### config.mk
export PLATFORM = sky130hd
export DESIGN_NAME = vtpe_queue
export DESIGN_NICKNAME = d
export VERILOG_FILES = /design/src/vtpe_pkg.sv /design/src/vtpe_queue.sv
export SDC_FILE = /design/constraint.sdc
export NUM_CORES = 1
export LEC_CHECK = 0
export BUFFER_PORTS_ARGS = -buffer_cell sky130_fd_sc_hd__buf_2
export CORE_MARGIN = 10
export CORE_UTILIZATION = 45
export CTS_BUF_LIST = sky130_fd_sc_hd__clkbuf_4
export CTS_CLUSTER_DIAMETER = 50
export DETAILED_ROUTE_END_ITERATION = 12
export PLACE_DENSITY = 0.74
export SLEW_MARGIN = 20
export SYNTH_ARGS = -nofsm -noshare
export SYNTH_HDL_FRONTEND = slang
export SYNTH_SLANG_ARGS = --single-unit
### constraint.sdc
create_clock -name clk -period 22.2 [get_ports clk]
set_clock_uncertainty 0.05 [all_clocks]
set_input_delay 2.22 -clock clk [delete_from_list [all_inputs] [get_ports clk]]
set_output_delay 2.22 -clock clk [all_outputs]
set_load 0.05 [all_outputs]
### src/vtpe_pkg.sv
// Shared types and constants of the vertex transform and projection block.
package vtpe_pkg;

  localparam int SCREEN_W    = 320;
  localparam int SCREEN_H    = 240;
  localparam int FOCAL_RATIO = -2;

  // projection gain K2 = FOCAL_RATIO * SCREEN_W, sized for the full range
  localparam int K2_W  = 18;
  localparam logic signed [K2_W-1:0] K2 = K2_W'(FOCAL_RATIO * SCREEN_W);

  localparam logic signed [15:0] CENTRE_X = 16'(SCREEN_W / 2);
  localparam logic signed [15:0] CENTRE_Y = 16'(SCREEN_H / 2);
  localparam logic signed [15:0] LIM_X    = 16'(SCREEN_W);
  localparam logic signed [15:0] LIM_Y    = 16'(SCREEN_H);

  // datapath widths
  localparam int COORD_W = 33;                 // view coord, negated y included
  localparam int N_W     = COORD_W + K2_W;     // coord * K2
  localparam int NUM_W   = N_W + 1;            // coord * K2 + z
  localparam int DEN_W   = 33;                 // |2 z|
  localparam int CNT_W   = $clog2(NUM_W);

  // configuration registers
  localparam int CFG_N     = 6;
  localparam int CFG_IDX_W = 3;

  typedef struct packed {
    logic signed [31:0] x;
    logic signed [31:0] y;
    logic signed [31:0] z;
    logic signed [31:0] w;
    logic               page;
    logic               eop;
  } item_t;

  typedef struct packed {
    logic avail;
    logic full;
  } qstat_t;

endpackage

### src/vtpe_queue.sv
// Two-entry request queue between the accepting front and the compute back.
module vtpe_queue (
  input  logic            clk,
  input  logic            rst_n,
  input  logic            push,
  input  vtpe_pkg::item_t push_data,
  input  logic            pop,
  output vtpe_pkg::item_t pop_data,
  output vtpe_pkg::qstat_t stat
);

  vtpe_pkg::item_t mem_r [2];
  logic            wr_ptr_r;
  logic            rd_ptr_r;
  logic [1:0]      cnt_r;

  // storage
  always_ff @(posedge clk) begin
    if (push) begin
      mem_r[wr_ptr_r] <= push_data;
    end
  end

  // pointers and fill count
  always_ff @(posedge clk) begin
    if (!rst_n) begin
      wr_ptr_r <= 1'b0;
      rd_ptr_r <= 1'b0;
      cnt_r    <= 2'd0;
    end else begin
      if (push) wr_ptr_r <= ~wr_ptr_r;
      if (pop)  rd_ptr_r <= ~rd_ptr_r;
      cnt_r <= cnt_r + 2'(push) - 2'(pop);
    end
  end

  assign pop_data   = mem_r[rd_ptr_r];
  assign stat.avail = (cnt_r != 2'd0);
  assign stat.full  = (cnt_r == 2'd2);

endmodule

==> results of run 1 <==
## cell usage after synthesis
master / instances
and2_1: 4
buf_2: 3
buf_4: 1
buf_6: 10
dfxtp_1: 5
edfxtp_1: 260
ha_1: 2
inv_1: 2
mux2_2: 130
nor2b_1: 4
o21a_1: 1
or2_2: 1
xnor3_1: 1
xor2_1: 1
## per-layer routing
| layer | vias to the layer above | share of wire |
|---|---|---|
| li1 | 2370 | - |
| met2 | 213 | 0.51 |
| met1 | 2471 | 0.37 |
| met4 | 6 | 0.013 |
| met3 | 34 | 0.10 |
| met5 | - | 0.0021 |
## sequential cells by signal, indices dropped and copies added (netlist names), named ones only
signal / flops
mem_r: 260
cnt_r: 2
rd_ptr_r: 1
wr_ptr_r: 1
## worst paths after layout
kind | start | endpoint
max reg2reg | wr_ptr_r | mem_r[1][38]
min reg2reg | rd_ptr_r | rd_ptr_r
min | rd_ptr_r | rd_ptr_r
max | flop | pop_data[127]
## worst max-delay path: stages, from the launching register on
cell,delay [ns]
dfxtp_4,0.73
buf_6,0.64
mux2_2,0.42
buf_2,0.22
## power by group
part           leakage, nW  switching, mW  total (mW)  internal, mW
logic                 1.62          0.135       0.188        0.0533
registers             2.48        0.00909       0.588         0.579
clock network        0.479          0.171       0.388         0.217
## cell families after synthesis
group                      after synthesis  synth area share
AOI/OAI and AO/OA                        1          0.000780
buffers and inverters                   16            0.0148
muxes                                  130             0.152
adders and majority gates                2           0.00260
xor gates and xnor gates                 2           0.00325
and+or+nand+nor                          9           0.00584
DFF                                    265             0.821
## stage by stage
stage | std cells | util
after detailed placement | 955 | 0.533
after CTS | 1060 | 0.572
after global routing | 1061 | 0.572
final | 1061 | 0.572
after floorplan | 425 | -
after global placement | 955 | 0.533
## final cells by class
| type | count | area, µm² | area share |
|---|---|---|---|
| multi-input cells | 144 | 1590 | 0.133 |
| flip-flops and latches | 265 | 7910 | 0.658 |
| clock inverters | 10 | 93.8 | 0.00780 |
| inverters | 2 | 7.51 | 0.000624 |
| diodes | 1 | 2.50 | 0.000208 |
| repair buffers | 269 | 1360 | 0.113 |
| clock buffers | 95 | 713 | 0.0593 |
| well taps | 275 | 344 | 0.0286 |
==> results.yml, run 1 <==
clocking:
  clockBufferDepth: 3
  cts_tree: "built"
  cts.htree.levels: 3
  cts.sinks: 265
  insertion_delay_ns: 0.62
  postCtsSetupBuffers: 0
  path_clk_slew_ns: 0.06
  cts_root_buffer: "clkbuf_4"
  numCtsBuffers: 67
  cts_resized: 0
  cts_hold_buffers: 0
synth:
  yosysUniqueCellTypes: 14
  synth_top_area_cell: "edfxtp_1"
  syn_inst: 425
  ys_ff_latch: 265
  ys_seq_area_frac: 0.821
  synth_area_leaders: "edfxtp_1, mux2_2, buf_6, dfxtp_1, and2_1"
  synth_warnings: 0
  syn_nets: 561
  avgSynthCellArea_um2: 22.7
  syn_area_mm2: 0.00963
  yosysTopAreaCellShare: 0.810
routing:
  drt_wl_total_um: 20400
  drtIter0Drc: 218
  viasPerCell: 4.80
  dr.pass1.iters: 4
  vias: 5094
  drc_errors: 0
  wire_per_inst_um: 19.2
  antenna_left: 0
placed_design:
  place.port_buffers: 265
  gp_congestion: 0.768
  hpwl_um: 14100
  pre_cts_ws_ns: 17.51
  placed_cell_area_mm2: 0.0112
finish:
  final_common_cell: "buf_2"
  syn2layout_area_growth_pct: 24.8
  layout_common_cells: "buf_2, edfxtp_1, mux2_2"
  stdcell_area_mm2: 0.0120
  drive_gt1_frac: 0.639
  fillers: 1611
  fin_nets: 885
timing:
  period_needed_ns: 5.03
  hold_viol: 0
  rsz0062_at_grt: "no"
  slew_headroom: 0.350
  max_freq_mhz: 199
  fin_tns_setup_ns: 0
  tightest_slew_ns: 0.976
  report.final.slew_viol_count: 0
  fin_crit_sh: 0.227
  hold_slack_ns: 0.569
  setup-violations-final: 0
  setup_ws_ns: 17.17
global_routing:
  grt_max_degree: 85
  gr-total-overflow: 0
  busiest_layer: "met2"
  grt_pass1_vias: 5732
  met3_usage: 0.0760
  met1_usage: 0.147
  grt_util_all_layers: 0.142
  grt_pass1_wl_um: 31100
  antenna_found_initial: 4
  grtUsageMet2: 0.241
run:
  maxCapViolCount: 0
power_and_ir_drop:
  power-per-cell-area_mw_per_mm2: 96.8
  leakage_nw: 4.59
  vdd_drop_max_mv: 0.0622
  p_total_mw: 1.16
critical_path:
  rrSetupSlack_ns: 19.71
  worstPathMaxFanout: 84
  crit_path_end_kind: "output pin"
  critical_path_arrival_ns: 2.76
  path_class: "flop to output pin"
  startpoint_type: "flop"
  critPathRequiredTime_ns: 19.93
  r2r_cells: 2
floorplanning:
  initial_core_util: 0.458
  die_h_um: 166
  io_pins: 266
  die_area_mm2: 0.0277
  rows: 53
  core-area_mm2: 0.0210
  die_width_um: 166
hold_path:
  hp-class: "flop to flop"
  whs_path_depth: 2
run_status:
  run_status: "finished clean"
(Power assumes the default switching activity.)
==> run 2: changes to the inputs <==
ABC_AREA = 1   (was not set)
clock period = 4.8 ns   (was 22.2 ns; I/O delays follow)
==> run 2 against run 1 <==
Effect of this change:
- non-clock buffer count grew 131
- synthesized cell count up 2.8%
- wire length is 9.2% higher
- final area rose by 11%
- critical path type unchanged
- sequential power rose to 4.6 times the previous value
==> results.yml, run 2 <==
run_status:
  run_status: "finished clean"
finish:
  drive_gt1_frac: 0.534
  largestRegisters: "mem_r: 260 flops, cnt_r: 2 flops"
  fillers: 1443
  largest_register_ff_count: 260
  seq_area_mm2: 0.00791
  layout_common_cells: "buf_2, edfxtp_1, dlygate4sd3_1"
  regMostFlops: "mem_r"
  syn2layout_area_growth_pct: 39.2
  fin_nets: 1028
  multiInputGateArea_mm2: 0.00157
  final_common_cell: "buf_2"
  utilization: 0.638
synth:
  syn_inst: 437
  yosys.cell_count.top_type: "edfxtp_1"
  synthArstFlopShare: 0
  ys_seq_area_frac: 0.821
  avgSynthCellArea_um2: 22.0
  syn_nets: 573
  synthFlopType: "edfxtp_1"
  syn_area_mm2: 0.00963
  synth_top_area_cell: "edfxtp_1"
  synth_warnings: 0
  synth-edff-count: 260
  synth_area_leaders: "edfxtp_1, mux2_2, buf_6, dfxtp_1, nand2_1"
  yosysTopAreaCellShare: 0.811
  ys_ff_latch: 265
  synth.top_cells.by_count: "edfxtp_1, mux2_2, buf_6, nand2_1, nor2_1"
  yosysUniqueCellTypes: 12
floorplanning:
  die_area_mm2: 0.0277
  core-area_mm2: 0.0210
  rows: 53
  die_h_um: 166
  io_pins: 266
  die_width_um: 166
  initial_core_util: 0.458
clocking:
  cts.sinks: 265
  insertion_delay_ns: 0.62
  path_clk_slew_ns: 0.06
  clockBufferDepth: 3
  cts_tree: "built"
  cts.htree.levels: 3
  cts_root_buffer: "clkbuf_4"
  numCtsBuffers: 67
timing:
  report.final.slew_viol_count: 0
  slew_headroom: 0.338
  max_freq_mhz: 315
  period_needed_ns: 3.18
  tightest_slew_ns: 0.994
  setup-violations-final: 0
  hold_viol: 0
  rsz0062_at_grt: "no"
  hold_slack_ns: 0.103
  fin_tns_setup_ns: 0
  fin_crit_sh: 0.662
power_and_ir_drop:
  p_sw_mw: 1.46
  pwr-share-clk: 0.352
  power-per-cell-area_mw_per_mm2: 412
  p_comb_frac: 0.155
  swShare: 0.265
  p_int_mw: 4.06
  vdd_drop_max_mv: 0.247
  power_frac_seq: 0.494
  leakage_nw: 5.19
routing:
  drtIter0Drc: 371
  drt_wl_total_um: 22200
  dr.pass1.iters: 4
  vias: 5708
  viasPerCell: 4.72
  drc_errors: 0
  antenna_left: 0
  wire_per_inst_um: 18.4
placed_design:
  hpwl_um: 13900
  gp_congestion: 0.753
  place.port_buffers: 265
global_routing:
  grt_pass1_vias: 6506
  antenna_found_initial: 1
  grt_max_degree: 102
  gr-total-overflow: 0
  grt_util_all_layers: 0.157
  grt_pass1_wl_um: 34800
critical_path:
  rrSetupSlack_ns: 2.51
  worstPathMaxFanout: 68
  critPathRequiredTime_ns: 4.27
  startpoint_type: "flop"
  crit_path_end_kind: "output pin"
  path_class: "flop to output pin"
  critical_path_arrival_ns: 2.65
hold_path:
  hp-class: "input port to flop"
run:
  maxCapViolCount: 0
run 2: through the flow:
| step | total power [mW] | instances | cell area (µm²) | setup WS [ns] |
|---|---|---|---|---|
| 2_1_floorplan | 3.34 | 437 | 9630 | 0.434 |
| 3_3_place_gp | 3.52 | 967 | 11200 | 2.27 |
| 3_5_place_dp | 3.55 | 967 | 11200 | 2.24 |
| 4_1_cts | 5.58 | 1209 | 13400 | 1.54 |
| 5_1_grt | 5.78 | 1210 | 13400 | 1.43 |
| 6_report | 5.52 | 1210 | 13400 | 1.62 |
run 2: layout make-up:
| cell class | count | area share |
|---|---|---|
| clock inverters | 19 | 0.0132 |
| repair buffers | 400 | 0.200 |
| well taps | 275 | 0.0257 |
| diodes | 1 | 0.000187 |
| flip-flops and latches | 265 | 0.590 |
| inverters | 7 | 0.00233 |
| clock buffers | 92 | 0.0515 |
| multi-input cells | 151 | 0.117 |
run 2: layer usage:
| layer | GRT usage | up-vias | part of all wire |
|---|---|---|---|
| li1 | - | 2679 | - |
| met1 | 0.161 | 2750 | 0.36 |
| met2 | 0.274 | 236 | 0.53 |
| met3 | 0.0634 | 43 | 0.082 |
| met4 | 0.0775 | 0 | 0.024 |
| met5 | 0 | - | 0 |
run 2: power groups by stage:
stage	sequential (mW)	clock, mW	combinational [mW]
finish	2.73	1.94	0.855
global route	2.74	2.15	0.899
CTS	2.73	1.99	0.861
detailed placement	2.78	0	0.771
global placement	2.77	0	0.756
floorplan	2.76	0	0.583
run 2: what timing repair did:
item                                   in CTS  in global routing
endpoints found under the hold margin     262                  0
resized for setup                           0                  0
hold buffers                              131                  0
setup buffers                               0                  0
run 2: worst max-delay path, stage by stage (launching register included):
cell and delay (ns):
dfxtp_4 0.90, buf_12 0.37, mux2_2 0.40, buf_2 0.22
run 2: path summary, 6_finish.rpt:
check,from,to,cells past startpoint
worst min-delay path,pop,rd_ptr_r,3
worst max-delay path,flop,pop_data[27],3
worst min register to register,rd_ptr_r,rd_ptr_r,2
worst max register to register,wr_ptr_r,mem_r[1][44],3
run 2: cells by family after synthesis:
logic type               share of synthesized area
buffers and inverters                       0.0168
multiplexers                                 0.152
AND/OR/NAND/NOR                            0.00714
flip-flops                                   0.821
adder cells (fa/ha/maj)                    0.00260
AO/OA/AOI/OAI                             0.000519
==> run 3: changes to the inputs <==
PLACE_DENSITY = 0.77   (was 0.74)
clock period = 2.8 ns   (was 4.8 ns; I/O delays follow)
==> run 3 against run 2 <==
Effect of this change:
- final area is 0.63% higher
- setup slack worse by 1.4 ns
- non-clock buffer count is 5 higher
- wire length up 2.9%
- register-to-register slack lost 1.5 ns
- worst hold slack improved by 0.21 ns
- critical path type unchanged
- highest routed layer unchanged
==> results.yml, run 3 (synthesized netlist as in run 2, its figures left out) <==
run_status:
  run_status: "finished clean"
timing:
  fin_crit_sh: 0.906
  hold_viol: 0
  report.final.slew_viol_count: 0
  slew_headroom: 0.737
  max_freq_mhz: 394
  tightest_slew_ns: 0.395
  setup-violations-final: 0
  period_needed_ns: 2.54
  rsz0062_at_grt: "no"
  fin_tns_setup_ns: 0
clocking:
  insertion_delay_ns: 0.60
  cts.htree.levels: 3
  cts_tree: "built"
  postCtsSetupBuffers: 0
  cts.sinks: 265
  numCtsBuffers: 68
  cts_root_buffer: "clkbuf_4"
  clockBufferDepth: 3
  path_clk_slew_ns: 0.07
  cts_resized: 0
routing:
  drtIter0Drc: 312
  drt_wl_total_um: 22900
  wire_per_inst_um: 18.9
  drc_errors: 0
  antenna_left: 0
  dr.pass1.iters: 6
  viasPerCell: 4.78
  vias: 5799
placed_design:
  place.port_buffers: 265
  gp_congestion: 0.724
  hpwl_um: 13700
power_and_ir_drop:
  vdd_drop_max_mv: 0.537
  p_total_mw: 9.43
  leakage_nw: 5.22
  power-per-cell-area_mw_per_mm2: 699
global_routing:
  grt_pass1_wl_um: 35900
  grt_util_all_layers: 0.161
  grt_pass1_vias: 6616
  antenna_found_initial: 0
  gr-total-overflow: 0
  grt_max_degree: 68
floorplanning:
  die_area_mm2: 0.0277
  rows: 53
  initial_core_util: 0.458
  die_h_um: 166
  io_pins: 266
  core-area_mm2: 0.0210
  die_width_um: 166
finish:
  n_antenna_cell: 0
  fin_nets: 1034
  layout_common_cells: "buf_2, edfxtp_1, dlygate4sd3_1"
  multiInputGateArea_mm2: 0.00157
  largestRegisters: "mem_r: 260 flops, cnt_r: 2 flops"
  largest_register_ff_count: 260
  syn2layout_area_growth_pct: 40.1
  fillers: 1448
  seq_area_mm2: 0.00791
  final_common_cell: "buf_2"
  regMostFlops: "mem_r"
  drive_gt1_frac: 0.537
critical_path:
  critPathRequiredTime_ns: 2.47
  worstPathMaxFanout: 62
  startpoint_type: "flop"
  crit_path_end_kind: "output pin"
  path_class: "flop to output pin"
  critical_path_arrival_ns: 2.21
hold_path:
  hp-class: "input port to flop"
run:
  maxCapViolCount: 0
[run 3: cell types whose count changed in the layout (fill, tap and decap cells not counted), moves of 2 or more]
cell,delta
buf_12,+5
clkinv_1,-2
inv_2,+2
dlygate4sd3_1,+3
buf_4,-3
[run 3: critical path, cell delays in order (launching register included)]
cell and delay [ns]:
dfxtp_4 0.54, buf_12 0.33, mux2_2 0.40, buf_2 0.22
[run 3: final timing paths]
check	from	to	slack (ns)	depth (start not counted)
min	push_data[38]	mem_r[1][38]	0.31	2
max reg2reg	cnt_r[0]	cnt_r[0]	1.04	7
max	flop	pop_data[83]	0.26	3
min reg2reg	rd_ptr_r	flop	0.44	2
[run 3: timing repair]
| item | 4_1_cts | 5_1_grt |
|---|---|---|
| endpoints found under the setup margin | 0 | 0 |
| hold endpoints to repair | 265 | 0 |
| hold buffers | 134 | 0 |
[run 3: cell type report]
cell class | count | share of cell area
multi-input combinational | 151 | 0.117
clock buffer | 93 | 0.0518
tap | 275 | 0.0255
timing repair buffer | 405 | 0.207
clock inverter | 18 | 0.0109
inverter | 7 | 0.00223
sequential | 265 | 0.586
[run 3: stage by stage]
| stage | hold slack [ns] | utilization | setup slack, ns | std cells | instance area [µm²] |
|---|---|---|---|---|---|
| finish | 0.314 | 0.642 | 0.262 | 1214 | 13500 |
| global route | 0.241 | 0.642 | 0.127 | 1214 | 13500 |
| CTS | 0.243 | 0.642 | 0.221 | 1214 | 13500 |
| detailed placement | 0.421 | 0.538 | 0.947 | 969 | 11300 |
| global placement | 0.418 | 0.538 | 0.949 | 969 | 11300 |
| floorplan | 0.323 | - | 0.0244 | 437 | 9650 |
[run 3: power breakdown]
group / total, mW / leakage (nW) / internal [mW] / switching (mW)
Clock: 3.26 / 0.502 / 1.80 / 1.46
Combinational: 1.52 / 2.23 / 0.501 / 1.01
Sequential: 4.65 / 2.48 / 4.59 / 0.0575
Total: 9.43 / 5.22 / 6.90 / 2.53
[run 3: routing by layer]
layer | vias up | part of all wire | GRT usage
met4 | 0 | 0.016 | 0.0535
li1 | 2684 | - | -
met5 | - | 0 | 0
met3 | 35 | 0.094 | 0.0726
met1 | 2829 | 0.36 | 0.169
met2 | 251 | 0.53 | 0.282
